`config.mk`:
```
export PLATFORM = sky130hd
export DESIGN_NAME = swm_queue
export DESIGN_NICKNAME = d
export VERILOG_FILES = /design/src/rtl/swm_pkg.sv /design/src/rtl/swm_queue.sv
export SDC_FILE = /design/constraint.sdc
export NUM_CORES = 1
export LEC_CHECK = 0
export BUFFER_PORTS_ARGS = -buffer_cell sky130_fd_sc_hd__buf_2
export CAP_MARGIN = 10
export CORE_UTILIZATION = 46
export CTS_CLUSTER_SIZE = 14
export DETAILED_ROUTE_END_ITERATION = 12
export PLACE_DENSITY = 0.77
export SYNTH_ARGS = -nofsm -noshare
export SYNTH_HDL_FRONTEND = slang
export SYNTH_SLANG_ARGS = --single-unit
```
`constraint.sdc`:
```
create_clock -name clk -period 3 [get_ports clk]
set_input_delay 0.3 -clock clk [delete_from_list [all_inputs] [get_ports clk]]
set_output_delay 0.3 -clock clk [all_outputs]
set_load 0.05 [all_outputs]
```
`src/rtl/swm_pkg.sv`:
```
// Shared types and constants for the sliding window maximum block.
package swm_pkg;

  // Positions in a sequence count modulo 2^POS_BITS.
  localparam int POS_BITS = 16;

  // Width of the window size register.
  localparam int WSIZE_BITS = 11;

  // Window size after reset.
  localparam logic [WSIZE_BITS-1:0] WSIZE_RESET = WSIZE_BITS'(3);

  // Per-item control that travels from the front end to the deque engine.
  typedef struct packed {
    logic [POS_BITS-1:0] pos;
    logic                start;
    logic                emit;
  } swm_ctl_t;

endpackage

```
`src/rtl/swm_queue.sv`:
```
// Two-entry queue between the front end and the deque engine.
module swm_queue #(
  parameter int DW = 32
) (
  input  logic                     clk,
  input  logic                     rst,
  input  logic                     push,
  input  swm_pkg::swm_ctl_t        push_ctl,
  input  logic [DW-1:0]            push_value,
  output logic                     full,
  output logic                     q_valid,
  input  logic                     pop,
  output swm_pkg::swm_ctl_t        q_ctl,
  output logic [DW-1:0]            q_value
);
  import swm_pkg::*;

  swm_ctl_t      ctl_q [2];
  logic [DW-1:0] val_q [2];
  logic          wr_ptr;
  logic          rd_ptr;
  logic [1:0]    count;

  assign full    = (count == 2'd2);
  assign q_valid = (count != 2'd0);
  assign q_ctl   = ctl_q[rd_ptr];
  assign q_value = val_q[rd_ptr];

  always_ff @(posedge clk) begin
    if (push) begin
      ctl_q[wr_ptr] <= push_ctl;
      val_q[wr_ptr] <= push_value;
    end
  end

  always_ff @(posedge clk) begin
    if (rst) begin
      wr_ptr <= 1'b0;
      rd_ptr <= 1'b0;
      count  <= 2'd0;
    end else begin
      if (push) begin
        wr_ptr <= ~wr_ptr;
      end
      if (pop) begin
        rd_ptr <= ~rd_ptr;
      end
      priority if (push && !pop) begin
        count <= count + 2'd1;
      end else if (pop && !push) begin
        count <= count - 2'd1;
      end
    end
  end

endmodule

```
==> flow_summary.ini <==
[status]
status = completed

[layout]
antenna_cells = 0
syn2layout_area_growth_pct = 22.9
final_core_util_pct = 59.5
multi_input_area_um2 = 678
nets = 347
regArea_um2 = 3100
drive_gt1_share_pct = 58.6
final.fill_count = 623
finalNonFillerCells = 399

[route]
drtPass1Iterations = 4
drc = 0
via_count = 1934
drtIter0Drc = 59
wl_mm = 6.44
avgRoutedWirePerCell_um = 16.1
viasPerCell = 4.85
postRouteAntennaNets = 0

[setup_path]
worstReg2RegEnd = val_q[0][26]
r2r_setup_slack_ns = 1.29
worstSetupEndpointType = primary output
crit_chain = buf_12 -> mux2_2 -> buf_2
slowest_delay_ns = 0.73
crit_arrival_ns = 1.96
r2r_start = wr_ptr
cp.required_ns = 2.70
cp-endpoint = q_ctl[15]
ff2ff_path_depth = 2
crit_type = register to primary output
path_max_fanout = 26
crit_path_top_delay_cell = dfxtp_2
worst_setup_path_start_kind = register

[grt]
grt.total_usage_pct = 15.4
grt_max_degree = 29
antenna_found_initial = 0
grt_pass1_vias = 1958
grt_overflow = 0
grt_pass1_wl_mm = 9.76

[clock_network]
clkTransAtPathRegs_ns = 0.10
holdBufCountCts = 0
cts_max_level = 3
cts_made_buffers = 9
cts-root-buf = clkbuf_8
post_cts_buffers = 0
cts_tree = yes
cts_sinks = 105
cts_resized = 0
cts.path.max_buffers = 2
insertion_delay_ns = 0.35

[timing]
finClkSkew_ns = 0.0124
worst_pin_slew_ns = 0.799
fin_crit_sh_pct = 75.2
finalSetupTns_ns = 0
slew_viol_final = 0
hold_viol_final = 0
final.min_clock_period_ns = 2.26
finalSetupViolations = 0
max-slew-margin-rel_pct = 46.6
timing.fmax_mhz = 443
rsz0062_at_grt = false
setup_ws_ns = 0.743

[synthesis]
ys_ff_latch = 105
syn-cell-area_um2 = 3820
syn_nets = 233
ys_seq_area_share_pct = 81.3
yosys_warnings = 0
synthDistinctLibCells = 18
syn_avg_cell_area_um2 = 21.5
synth_top_family_by_area = multiplexers
synth_fa_ha_area_share_pct = 0.328
netlist_instances = 178
synth_simple_gate_area_share_pct = 1.28
synth-xor-area-share_pct = 0.917
synth_mux_area_share_pct = 14.7
synth_compound_area_share_pct = 0.262

[power]
cellLeakagePower_uw = 0.00176
max-vdd-ir-drop_mv = 0.374
power_density_nw_per_um2 = 680
power.total_uw = 3190

[placement]
portBuffers = 105
gp_congestion = 0.643
place_hpwl_mm = 4.25
dpl.cell_count = 383
place_ws_ns = 1.10

[floorplan]
core_area_um2 = 7890
fp.dieW_um = 93.1
fp.dieH_um = 93.1
initial_core_util_pct = 48.4
dieArea_um2 = 8670
pin_count = 106
rows = 32

[run]
cap_viol_max_count = 0

[hold_path]
min_path_type = input pin to register
[worst max-delay path: cells and delay by family (launching register included)]
kind	cells	cell delay, ns
mux	1	0.37
buf+inv	2	0.48
flops	1	0.73
[placed cells by master, fill, tap and decap left out]
cell	n
or3_1	1
dfxtp_1	4
buf_4	2
nor2_1	4
mux2_2	46
a21oi_1	1
clkbuf_1	2
buf_2	105
clkinv_4	1
nor2b_4	1
mux2_1	4
or2_2	1
and2_2	1
edfxtp_1	100
clkinvlp_4	2
dfxtp_2	1
xnor2_1	2
inv_1	1
and2b_2	1
o21ai_0	1
bufinv_16	1
buf_12	2
clkbuf_8	10
ha_1	1
xor2_1	2
[final cells by class]
type / count / area share [%]
clock buffer: 12 / 3.09
clock inverter: 4 / 1.15
timing repair buffer: 109 / 12.4
sequential: 105 / 66.1
tap: 102 / 2.72
inverter: 1 / 0.0800
multi-input combinational: 66 / 14.4
[metal layers]
layer  wire length, µm  global-route usage, %  up-vias
met3               357                   4.07        6
met4                60                   6.92        0
li1                  -                      -      919
met2              3260                   26.1       69
met1              2760                   18.5      940
met5                 0                      0        -
[synth_stat cells]
master / instances / share of area (%)
buf_2: 1 / 0.13
edfxtp_1: 100 / 79
dfxtp_1: 5 / 2.6
buf_4: 5 / 0.98
ha_1: 1 / 0.33
mux2_2: 46 / 14
nor2b_1: 1 / 0.16
mux2_1: 4 / 1.2
or3_1: 1 / 0.16
o21ai_0: 1 / 0.13
xnor2_1: 2 / 0.46
a21oi_1: 1 / 0.13
or2_2: 1 / 0.16
and2_1: 1 / 0.16
xor2_1: 2 / 0.46
nor2_1: 4 / 0.39
inv_1: 1 / 0.098
and2b_2: 1 / 0.23
[cell families (layout without fill, tap and decap cells)]
logic type,count (synthesis),in the layout
compound gates,2,2
xor+xnor,4,4
fa+ha+maj,1,1
buf+inv,7,126
flops,105,105
mux,50,50
simple gates,9,9
[through the flow]
| step | cell area [µm²] | hold WS [ns] |
|---|---|---|
| 3_5_place_dp | 4490 | 0.493 |
| 3_3_place_gp | 4490 | 0.483 |
| 6_report | 4690 | 0.130 |
| 5_1_grt | 4690 | 0.108 |
| 4_1_cts | 4690 | 0.111 |
| 2_1_floorplan | 3820 | 0.369 |
[flip-flops by register name, indices dropped and copies added (netlist names), named ones only]
name,flops
count,2
val_q,64
ctl_q,36
wr_ptr,1
rd_ptr,1
[worst min-delay path by stage]
| stage | start | to | cells after the start |
|---|---|---|---|
| 2_1_floorplan | rst | count[1] | 1 |
| 3_3_place_gp | count[1] | count[1] | 2 |
| 3_5_place_dp | push_value[11] | val_q[0][11] | 1 |
| 4_1_cts | push_value[10] | val_q[0][10] | 1 |
| 5_1_grt | push_value[27] | val_q[0][27] | 1 |
| 6_report | push_value[27] | val_q[1][27] | 1 |
[power by group]
part / total (µW) / switching (µW) / internal (µW) / leakage (µW)
Combinational: 588 / 414 / 173 / 0.000691
Clock: 861 / 450 / 411 / 0.0000928
Sequential: 1740 / 36.4 / 1710 / 0.000980
Note: power is estimated with default switching activity, not from simulation.
