$ cat config.mk
export PLATFORM = sky130hd
export DESIGN_NAME = swm_front
export DESIGN_NICKNAME = d
export VERILOG_FILES = /design/src/rtl/swm_pkg.sv /design/src/rtl/swm_front.sv
export SDC_FILE = /design/constraint.sdc
export NUM_CORES = 1
export LEC_CHECK = 0
export BUFFER_PORTS_ARGS = -buffer_cell sky130_fd_sc_hd__buf_2
export CORE_MARGIN = 2
export CORE_UTILIZATION = 45
export CTS_CLUSTER_DIAMETER = 80
export DETAILED_ROUTE_END_ITERATION = 6
export GPL_ROUTABILITY_DRIVEN = 1
export MAX_ROUTING_LAYER = met4
export PLACE_DENSITY = 0.79
export SLEW_MARGIN = 20
export SYNTH_ARGS = -nofsm -noshare
export SYNTH_HDL_FRONTEND = slang
export SYNTH_SLANG_ARGS = --single-unit
$ cat constraint.sdc
create_clock -name clk -period 7.9 [get_ports clk]
set_input_delay 1.975 -clock clk [delete_from_list [all_inputs] [get_ports clk]]
set_output_delay 1.975 -clock clk [all_outputs]
set_load 0.01 [all_outputs]
$ cat src/rtl/swm_pkg.sv
// Shared types and constants for the sliding window maximum block.
package swm_pkg;

  // Positions in a sequence count modulo 2^POS_BITS.
  localparam int POS_BITS = 16;

  // Width of the window size register.
  localparam int WSIZE_BITS = 11;

  // Window size after reset.
  localparam logic [WSIZE_BITS-1:0] WSIZE_RESET = WSIZE_BITS'(3);

  // Per-item control that travels from the front end to the deque engine.
  typedef struct packed {
    logic [POS_BITS-1:0] pos;
    logic                start;
    logic                emit;
  } swm_ctl_t;

endpackage

$ cat src/rtl/swm_front.sv
// Front end: accepts samples, numbers them and decides which ones give a result.
module swm_front #(
  parameter int SAMPLE_BITS = 32,
  parameter int KW          = 11
) (
  input  logic                          clk,
  input  logic                          rst,
  input  logic                          sample_valid,
  output logic                          sample_stall,
  input  logic signed [SAMPLE_BITS-1:0] sample_value,
  input  logic                          start_of_sequence,
  input  logic [KW-1:0]                 window,
  input  logic                          q_full,
  output logic                          push,
  output swm_pkg::swm_ctl_t             push_ctl,
  output logic [SAMPLE_BITS-1:0]        push_value
);
  import swm_pkg::*;

  logic [POS_BITS-1:0] position;
  logic                filled;
  logic [POS_BITS-1:0] pos_use;
  logic                filled_base;
  logic                emit;

  assign sample_stall = q_full;
  assign push         = sample_valid && !q_full;

  // A start flag restarts numbering and the fill tracking at this item.
  assign pos_use     = start_of_sequence ? '0 : position;
  assign filled_base = start_of_sequence ? 1'b0 : filled;
  assign emit        = filled_base ||
                       ((POS_BITS+1)'(pos_use) + (POS_BITS+1)'(1) >= (POS_BITS+1)'(window));

  assign push_ctl.pos   = pos_use;
  assign push_ctl.start = start_of_sequence;
  assign push_ctl.emit  = emit;
  assign push_value     = sample_value;

  always_ff @(posedge clk) begin
    if (rst) begin
      position <= '0;
      filled   <= 1'b0;
    end else if (push) begin
      position <= pos_use + 1'b1;
      filled   <= emit;
    end
  end

endmodule

==> metrics.txt, run 1 <==
result of the run=finished clean; number of distinct standard cells referenced by the synthesized netlist=47; startpoint of the most critical setup path=start_of_sequence; arrival time reported for the critical path endpoint=between 4000 and 5000 ps; register cell area after layout=about 340 sq um; highest clock frequency the design can meet=about 150 MHz; Final setup viols=0; Post-Syn Instances=236; TritonCTS clock tree=built; utilization after layout=0.4717; Setup TNS=0 ps; grt ovf=0; Die Area=between 4000 and 5000 sq um; vias=1561; HPWL after detailed placement=2932 um; share of synthesized area occupied by flip-flops and latches=0.1928; # IOs=100; Rel. slew slack=0.4900; count of nets left with antenna violations after detail routing=0; number of enable flip-flop cells after synthesis=0; flops & latches, synth=17; Power Density=approximately 110 nW/um^2; total DRC errors in the routed layout=0; first-pass GRT wire length=about 6300 um; net count after synthesis=a little under 300; Skew-Pair Late Insertion Delay=250 ps; total number of yosys warnings=0; H-tree depth reported by CTS=1; area of the multi-input gates=~1100 sq um; count of instances resized after the clock tree is built=0; number of global-route vias before repair=between 1000 and 1500; crit path max fanout=6; cell at the root of the clock tree=sky130_fd_sc_hd__clkbuf_8; Die Span X=around 67 um; average wire per cell in the routed design=~14 um; Peak supply drop=roughly 0.065 mV; clk sinks=17; Sequential Power Share=0.481; maximum number of pins on one net before global-route repair=33; Iteration-0 DRC Markers=38; static power due to leakage=roughly 0.84 nW; final critical path time including I/O delays and setup=about 6900 ps; Net count, final=about 290; Combinational Power Share=0.174; worst setup path category=in2out; count of standard-cell rows=22; share of synthesized flip-flops with an asynchronous set or reset=0; Hold Path Stages=2; commonest non-fill, non-tap cell in the layout=sky130_fd_sc_hd__buf_2; Post-synth top flop=sky130_fd_sc_hd__dfxtp_1; worst min-delay path category=reg2reg; unrepaired setup endpoints after global routing=no; overall power of the completed layout=between 150 and 200 uW; part of the cycle the worst path needs=0.8713; slew at the pin closest to its max-slew limit=around 770 ps; startpoint kind of the worst setup timing path=input port; MaxCap Viol Count=0; Int Pwr=between 100 and 150 uW; CTS Buf Count=3; top cell type by total area after synthesis=sky130_fd_sc_hd__dfxtp_1; routability-driven placement congestion ratio=0.9414; number of port buffers=35; switching power=about 53 uW; number of vias per cell after detailed routing=roughly 5.6; mean instance size in the synthesized netlist=7.481 sq um; area share of the largest cell type after synthesis=0.1928; number of cells on the worst reg-to-reg path=10; number of fill cells in the layout=between 300 and 400; Reg-to-Reg Start=position[0]; hold_sp=position[1]; clock transition at the register clock pins on the worst setup and hold paths after CTS=around 70 ps; starting utilization of the core area=0.4751; relative area change from synthesis to final layout=-0.7088%; chip height=about 67 um; final hold viol count=0; First-pass DRT Iterations=4; CTS Hold Bufs=0; cell area after synthesis=1765 sq um; CORE AREA=between 3000 and 4000 sq um; Final Max Tran Viols=0; worst endpoint required time=just under 6000 ps; Post-CTS Setup Inserts=0; top cells by area in the synthesized netlist=sky130_fd_sc_hd__dfxtp_1 19%, sky130_fd_sc_hd__buf_4 15%, sky130_fd_sc_hd__ha_1 8.5%, sky130_fd_sc_hd__nand2_1 4.5%, sky130_fd_sc_hd__nor2b_1 4.3%; initial antenna violation count=0; share of post-route cells with drive strength above 1=0.2017; Net Sw Frac=0.2768; leading cell types in the layout, fill and taps excluded=35 x sky130_fd_sc_hd__buf_2, 21 x sky130_fd_sc_hd__nand2_1, 19 x sky130_fd_sc_hd__inv_1; Clock Tree Buf Depth=2; endpoint class of the critical path=output port; detailed-route wire length=3827 um; overall fraction of global-route tracks in use=0.1880; antenna cells=0; portion of total power attributed to the clock network=0.344; final worst clock skew=1.324 ps
-- through the flow --
step                      cell area (sq um)  hold slack [ps]  cells  setup WS, ps
after global routing                   1753            545.9    281         732.0
after global placement                 1708            495.9    277          1231
after CTS                              1753            512.6    281          1046
final                                  1753            515.2    281          1017
after detailed placement               1708            505.2    277          1119
after floorplan                        1765            467.3    236         995.2
-- path summary, 6_finish.rpt --
check	end	slack, ps
max	push_ctl[0]	1020
min	position[1]	520
max reg2reg	filled	4660
min reg2reg	position[1]	520
-- cell usage after synthesis, drive strengths merged (5+ instances only) --
library cell,n
buf,39
nand2,21
inv,19
dfxtp,17
a21oi,16
nor2,14
ha,12
nor2b,12
nand3,10
o21ai,10
nand4,6
nor3,5
xnor2,5
-- cell type report --
type                            count  share of cell area
Tap cell                           48             0.03426
Sequential cell                    17              0.1941
Clock buffer                        4             0.02570
Timing Repair Buffer               36              0.1042
Multi-Input combinational cell    157              0.6010
Inverter                           19             0.04069
-- per-layer routing --
metal / up-vias / wire [um] / track usage
li1: 780 / - / -
met1: 723 / 1746 / 0.2405
met2: 52 / 1732 / 0.2950
met3: 6 / 305 / 0.03378
met4: 0 / 42 / 0.07143
met5: - / 0 / -
-- worst max-delay path, stage by stage --
cell and delay [ps]:
sky130_fd_sc_hd__buf_2 130, sky130_fd_sc_hd__nor2b_1 260, sky130_fd_sc_hd__ha_1 300, sky130_fd_sc_hd__nand4_1 310
sky130_fd_sc_hd__or4_1 520, sky130_fd_sc_hd__a21oi_2 180, sky130_fd_sc_hd__ha_1 280, sky130_fd_sc_hd__a221oi_1 290
sky130_fd_sc_hd__o211ai_1 180, sky130_fd_sc_hd__nor4_1 260, sky130_fd_sc_hd__nand2_1 80, sky130_fd_sc_hd__buf_2 150
-- kinds of logic after synthesis --
kind of cell	share of synthesized area
simple gates	0.3005
buf+inv	0.2105
compound gates	0.1658
flops	0.1928
fa+ha+maj	0.08504
xor+xnor	0.03969
mux	0.005670
-- state kept, by name, indices dropped and copies added, names as in the netlist --
register / cells
filled: 1
position: 16
-- power groups by stage --
stage / sequential (mW) / combinational [mW] / clock [mW]
global route: 0.0920 / 0.0370 / 0.0726
finish: 0.0916 / 0.0332 / 0.0655
floorplan: 0.0925 / 0.0400 / 0
CTS: 0.0915 / 0.0330 / 0.0663
detailed placement: 0.0934 / 0.0327 / 0
global placement: 0.0933 / 0.0324 / 0
No activity file was read; power rests on OpenSTA's default activity.
==> run 2, diff against run 1 <==
--- a/config.mk
+++ b/config.mk
@@ -5,6 +5,7 @@
 export SDC_FILE = /design/constraint.sdc
 export NUM_CORES = 1
 export LEC_CHECK = 0
+export ABC_AREA = 1
 export BUFFER_PORTS_ARGS = -buffer_cell sky130_fd_sc_hd__buf_2
 export CORE_MARGIN = 2
 export CORE_UTILIZATION = 45
==> run 2 against run 1 <==
Effect of this change: die area grew 2.3%; largest cell class unchanged; sequential share of layout area shrank 0.43 points; core utilization decreased by 1.7 points; fmax grew 3.2%; critical endpoint unchanged.
==> metrics.txt, run 2 <==
Combinational Power Share=0.237; most numerous cell types in the synthesized netlist=54 x sky130_fd_sc_hd__inv_1, 44 x sky130_fd_sc_hd__nand2_1, 35 x sky130_fd_sc_hd__buf_4, 17 x sky130_fd_sc_hd__dfxtp_1, 17 x sky130_fd_sc_hd__nor2_1; total DRC errors in the routed layout=0; Sequential Power Share=0.441; number of global-route vias before repair=between 1000 and 1500; worst-case register-to-register setup slack=roughly 5300 ps; count of nets left with antenna violations after detail routing=0; Die Span X=around 67 um; Clock Tree Buf Depth=2; mean instance size in the synthesized netlist=between 6 and 7 sq um; count of standard-cell rows=23; Net count, final=328; clock transition at the register clock pins on the worst setup and hold paths after CTS=70 ps; Setup TNS=0 ps; TritonCTS clock tree=built; static power due to leakage=1.088 nW; clk sinks=17; total number of yosys warnings=0; switching power=between 70 and 80 uW; worst endpoint required time=approximately 5900 ps; Net Sw Frac=0.3253; number of vias per cell after detailed routing=roughly 4.9; leading cell types in the layout, fill and taps excluded=54 x sky130_fd_sc_hd__inv_1, 44 x sky130_fd_sc_hd__nand2_1, 35 x sky130_fd_sc_hd__buf_2; area share of the largest cell type after synthesis=0.1882; commonest non-fill, non-tap cell in the layout=sky130_fd_sc_hd__inv_1; crit path max fanout=13; unrepaired setup endpoints after global routing=no; relative area change from synthesis to final layout=-0.8304%; Final Max Tran Viols=0; startpoint of the most critical setup path=start_of_sequence; maximum number of pins on one net before global-route repair=20; Post-Syn Instances=268; Worst setup endpoint=push_ctl[0]; Reg-to-Reg Start=position[0]; startpoint kind of the worst setup timing path=input port; CORE AREA=3943 sq um; First-pass DRT Iterations=5; starting utilization of the core area=0.4586; # IOs=100; detailed-route wire length=between 3000 and 4000 um; largest registers=position (16), filled (1); slew at the pin closest to its max-slew limit=749.1 ps; CTS Hold Bufs=0; antenna cells=0; chip height=slightly below 70 um; register bank with the most flops=position; H-tree depth reported by CTS=1; endpoint class of the critical path=output port; highest clock frequency the design can meet=around 150 MHz; count of instances resized after the clock tree is built=0; Iteration-0 DRC Markers=66; Peak supply drop=0.07294 mV; number of enable flip-flop cells after synthesis=0; grt ovf=0; number of port buffers=35; cell area after synthesis=1808 sq um; routability-driven placement congestion ratio=about 0.86; cell at the root of the clock tree=sky130_fd_sc_hd__clkbuf_8; setup ws final=1231 ps; top cells by area in the synthesized netlist=sky130_fd_sc_hd__dfxtp_1 19%, sky130_fd_sc_hd__buf_4 15%, sky130_fd_sc_hd__inv_1 11%, sky130_fd_sc_hd__nand2_1 9.1%, sky130_fd_sc_hd__ha_1 8.3%; final hold viol count=0; Int Pwr=about 150 uW; top cell type by total area after synthesis=sky130_fd_sc_hd__dfxtp_1; Reg-to-Reg End=filled; final critical path time including I/O delays and setup=6669 ps; CTS Buf Count=3; part of the cycle the worst path needs=0.8441; result of the run=finished clean; most instantiated library cell after synthesis=sky130_fd_sc_hd__inv_1; initial antenna violation count=0; Skew-Pair Late Insertion Delay=roughly 260 ps; portion of total power attributed to the clock network=0.322; worst setup path category=in2out; MaxCap Viol Count=0; net count after synthesis=328; flops & latches, synth=17; share of post-route cells with drive strength above 1=0.2434; number of distinct standard cells referenced by the synthesized netlist=32; Final setup viols=0; vias=1539; max FFs per register=16; overall fraction of global-route tracks in use=0.1923; share of synthesized flip-flops with an asynchronous set or reset=0; post-placement worst setup slack=1240 ps; final standard cell area without fillers=1793 sq um; post-route non-filler standard cell count=317; Power Density=about 120 nW/um^2; Post-CTS Setup Inserts=0; Die Area=about 4500 sq um; worst min-delay path category=reg2reg; final worst clock skew=roughly 2.1 ps; Placement Cell Area=about 1700 sq um; number of cells after detailed placement=313; first-pass GRT wire length=about 6400 um; average wire per cell in the routed design=approximately 12 um; Post-synth top flop=sky130_fd_sc_hd__dfxtp_1; arrival time reported for the critical path endpoint=about 4700 ps; Rel. slew slack=0.5001; share of synthesized area occupied by flip-flops and latches=0.1882; number of cells on the worst reg-to-reg path=19; overall power of the completed layout=roughly 220 uW; HPWL after detailed placement=between 3000 and 4000 um
## run 2: changes by cell type after synthesis, sizes merged, moves of 4 or more
| cell | change |
|---|---|
| nand2b | -4 |
| nor2b | -12 |
| nor4 | -4 |
| nand2 | +29 |
| and3 | -4 |
| inv | +37 |
| o21ai | +5 |
| nor2 | +17 |
## run 2: critical path, cell delays in order
cell and delay (ps):
sky130_fd_sc_hd__buf_2 260, sky130_fd_sc_hd__inv_2 250, sky130_fd_sc_hd__nand2_1 70, sky130_fd_sc_hd__inv_1 120
sky130_fd_sc_hd__ha_1 210, sky130_fd_sc_hd__nand4_2 170, sky130_fd_sc_hd__nor3_1 290, sky130_fd_sc_hd__xor2_1 230
sky130_fd_sc_hd__ha_1 270, sky130_fd_sc_hd__nand2_1 60, sky130_fd_sc_hd__o21ai_0 70, sky130_fd_sc_hd__nor2_1 130
sky130_fd_sc_hd__nand2_1 60, sky130_fd_sc_hd__inv_1 50, sky130_fd_sc_hd__nand2_1 40, sky130_fd_sc_hd__inv_1 40
sky130_fd_sc_hd__nand3_1 80, sky130_fd_sc_hd__nor2_2 110, sky130_fd_sc_hd__nand2_1 60, sky130_fd_sc_hd__buf_2 130
## run 2: per-stage QoR
stage / hold slack (ps) / util
2_1_floorplan: 445.0 / -
3_3_place_gp: 463.5 / 0.4434
3_5_place_dp: 467.9 / 0.4434
4_1_cts: 479.0 / 0.4548
5_1_grt: 523.4 / 0.4548
6_report: 475.3 / 0.4548
## run 2: logic make-up (layout without fill, tap and decap cells)
kind of cell / Yosys count / in the layout / share of synthesized area
buf+inv: 96 / 95 / 0.2810
compound gates: 34 / 34 / 0.1045
fa+ha+maj: 12 / 12 / 0.08304
xor+xnor: 7 / 7 / 0.03806
simple gates: 102 / 102 / 0.3052
flops: 17 / 17 / 0.1882
## run 2: layout make-up
cell class                      instances  area [sq um]
Fill cell                             377          2150
Multi-Input combinational cell        155         959.7
Sequential cell                        17         340.3
Inverter                               56         210.2
Timing Repair Buffer                   35         175.2
Tap cell                               50         62.56
Clock buffer                            4         45.04
## run 2: power groups by stage
stage          registers [mW]  logic [mW]  clock network (mW)
5_1_grt                0.0958      0.0585              0.0763
2_1_floorplan          0.0960      0.0557                   0
6_report               0.0953      0.0512              0.0696
3_3_place_gp           0.0970      0.0503                   0
3_5_place_dp           0.0972      0.0513                   0
4_1_cts                0.0952      0.0515              0.0703
## run 2: routing by layer
layer / wire length, um / GRT usage / vias to the layer above / share of wire
li1: - / - / 787 / -
met1: 1733 / 0.2462 / 694 / 0.45
met3: 342 / 0.03167 / 10 / 0.089
met2: 1687 / 0.2995 / 48 / 0.44
met5: 0 / - / - / 0
met4: 65 / 0.08163 / 0 / 0.017
## run 2: worst min path at each step
stage / from / endpoint / slack [ps] / cells after the start
after detailed placement: position[1] / position[1] / 470 / 2
final: position[1] / position[1] / 480 / 2
after CTS: position[1] / position[1] / 480 / 2
after global routing: position[1] / position[1] / 520 / 2
after global placement: position[1] / position[1] / 460 / 2
after floorplan: position[1] / position[1] / 450 / 2
==> run 3, diff against run 2 <==
--- a/config.mk
+++ b/config.mk
@@ -8,12 +8,12 @@
 export ABC_AREA = 1
 export BUFFER_PORTS_ARGS = -buffer_cell sky130_fd_sc_hd__buf_2
 export CORE_MARGIN = 2
-export CORE_UTILIZATION = 45
+export CORE_UTILIZATION = 41
 export CTS_CLUSTER_DIAMETER = 80
 export DETAILED_ROUTE_END_ITERATION = 6
 export GPL_ROUTABILITY_DRIVEN = 1
 export MAX_ROUTING_LAYER = met4
-export PLACE_DENSITY = 0.79
+export PLACE_DENSITY = 0.76
 export SLEW_MARGIN = 20
 export SYNTH_ARGS = -nofsm -noshare
 export SYNTH_HDL_FRONTEND = slang
==> constraint.sdc (replaced) <==
create_clock -name clk -period 5.5 [get_ports clk]
set_input_delay 1.375 -clock clk [delete_from_list [all_inputs] [get_ports clk]]
set_output_delay 1.375 -clock clk [all_outputs]
set_load 0.01 [all_outputs]
==> run 3 against run 2 <==
Effect of this change: sequential cell count unchanged; critical path depth unchanged; largest cell class unchanged; critical path type unchanged; die area grew 9.2%; via count decreased by 3.6%.
==> metrics.txt, run 3 (synthesis results as in run 2) <==
result of the run=finished clean; number of fill cells in the layout=around 470; max FFs per register=16; Die Area=4957 sq um; Post-CTS Setup Inserts=0; part of the cycle the worst path needs=0.9315; endpoint class of the critical path=output port; worst min-delay path category=reg2reg; Skew-Pair Late Insertion Delay=approximately 260 ps; cell at the root of the clock tree=sky130_fd_sc_hd__clkbuf_8; first-pass GRT wire length=6479 um; overall fraction of global-route tracks in use=0.1646; Final setup viols=0; number of global-route vias before repair=around 1400; count of instances resized after the clock tree is built=0; startpoint of the most critical setup path=start_of_sequence; total DRC errors in the routed layout=0; initial antenna violation count=0; chip height=between 70 and 80 um; highest clock frequency the design can meet=approximately 200 MHz; MaxCap Viol Count=0; detailed-route wire length=between 3000 and 4000 um; largest registers=position (16), filled (1); post-placement worst setup slack=roughly 380 ps; vias=between 1000 and 1500; final hold viol count=0; Net count, final=330; clock transition at the register clock pins on the worst setup and hold paths after CTS=70 ps; Worst setup endpoint=push_ctl[0]; # IOs=100; CORE AREA=around 4300 sq um; share of post-route cells with drive strength above 1=0.2491; Reg-to-Reg End=filled; average wire per cell in the routed design=between 10 and 15 um; overall power of the completed layout=308.3 uW; maximum number of pins on one net before global-route repair=20; Peak supply drop=roughly 0.14 mV; setup ws final=about 380 ps; commonest non-fill, non-tap cell in the layout=sky130_fd_sc_hd__inv_1; Clock Tree Buf Depth=2; count of nets left with antenna violations after detail routing=0; Rel. slew slack=0.5281; clk sinks=17; H-tree depth reported by CTS=1; arrival time reported for the critical path endpoint=between 3000 and 4000 ps; CTS Buf Count=3; number of port buffers=35; antenna cells=0; count of standard-cell rows=24; Power Density=approximately 170 nW/um^2; startpoint kind of the worst setup timing path=input port; static power due to leakage=1.098 nW; final critical path time including I/O delays and setup=roughly 5100 ps; Placement Cell Area=1765 sq um; worst-case register-to-register setup slack=2840 ps; crit path max fanout=4; register bank with the most flops=position; register cell area after layout=340.3 sq um; Die Span X=~70 um; slew at the pin closest to its max-slew limit=between 700 and 800 ps; Final Max Tran Viols=0; relative area change from synthesis to final layout=0.1386%; TritonCTS clock tree=built; utilization after layout=0.4216; First-pass DRT Iterations=4; CTS Hold Bufs=0; routability-driven placement congestion ratio=roughly 0.84; final worst clock skew=~4.2 ps; final standard cell area without fillers=1810 sq um; Iteration-0 DRC Markers=79; area of the multi-input gates=roughly 960 sq um; HPWL after detailed placement=3082 um; number of cells on the worst reg-to-reg path=19; grt ovf=0; worst setup path category=in2out; leading cell types in the layout, fill and taps excluded=54 x sky130_fd_sc_hd__inv_1, 44 x sky130_fd_sc_hd__nand2_1, 35 x sky130_fd_sc_hd__buf_2; worst endpoint required time=a little over 4000 ps; number of vias per cell after detailed routing=between 4 and 5; Setup TNS=0 ps; Reg-to-Reg Start=position[0]; unrepaired setup endpoints after global routing=no; starting utilization of the core area=0.4210
## run 3: changes by cell type in the layout (fill, tap and decap cells not counted)
cell,before,now
sky130_fd_sc_hd__buf_4,0,2
## run 3: metrics by stage
stage | cells | hold WS, ps
after detailed placement | 317 | 468.1
after global routing | 321 | 534.3
final | 321 | 486.3
after floorplan | 268 | 445.0
after CTS | 321 | 481.4
after global placement | 317 | 460.1
## run 3: worst min-delay path by stage
stage	to	startpoint	cells after the start
final	position[1]	position[1]	2
after floorplan	position[1]	position[1]	2
after global routing	position[1]	position[1]	2
after CTS	position[1]	position[1]	2
after detailed placement	position[1]	position[1]	2
after global placement	position[1]	position[1]	2
## run 3: layer usage
layer / GRT usage / routed length (um)
met4: 0.04701 / 47
met1: 0.2200 / 1818
met5: - / 0
met2: 0.2421 / 1622
met3: 0.04618 / 294
## run 3: cell type report
| cell class | instances | share of cell area |
|---|---|---|
| multi-input combinational | 155 | 0.5301 |
| sequential | 17 | 0.1880 |
| inverter | 56 | 0.1161 |
| timing repair buffer | 37 | 0.1050 |
| tap | 52 | 0.03594 |
| clock buffer | 4 | 0.02488 |
## run 3: power breakdown
| part | total, mW | leakage [nW] | switching (mW) | internal, mW |
|---|---|---|---|---|
| Sequential | 0.137 | 0.140 | 0.00601 | 0.131 |
| Combinational | 0.0743 | 0.935 | 0.0465 | 0.0278 |
| Clock | 0.0972 | 0.0228 | 0.0457 | 0.0515 |
## run 3: worst max-delay path, cell delays in order
cell                      delay (ps)
sky130_fd_sc_hd__buf_2           120
sky130_fd_sc_hd__inv_2            50
sky130_fd_sc_hd__nand2_1          40
sky130_fd_sc_hd__inv_1           120
sky130_fd_sc_hd__ha_1            230
sky130_fd_sc_hd__nand4_2         180
sky130_fd_sc_hd__nor3_1          260
sky130_fd_sc_hd__xor2_1          250
sky130_fd_sc_hd__ha_1            290
sky130_fd_sc_hd__nand2_1          70
sky130_fd_sc_hd__o21ai_0          70
sky130_fd_sc_hd__nor2_1          110
sky130_fd_sc_hd__nand2_1          70
sky130_fd_sc_hd__inv_1            50
sky130_fd_sc_hd__nand2_1          40
sky130_fd_sc_hd__inv_1            40
sky130_fd_sc_hd__nand3_1          80
sky130_fd_sc_hd__nor2_2          110
sky130_fd_sc_hd__nand2_1          60
sky130_fd_sc_hd__buf_2           130
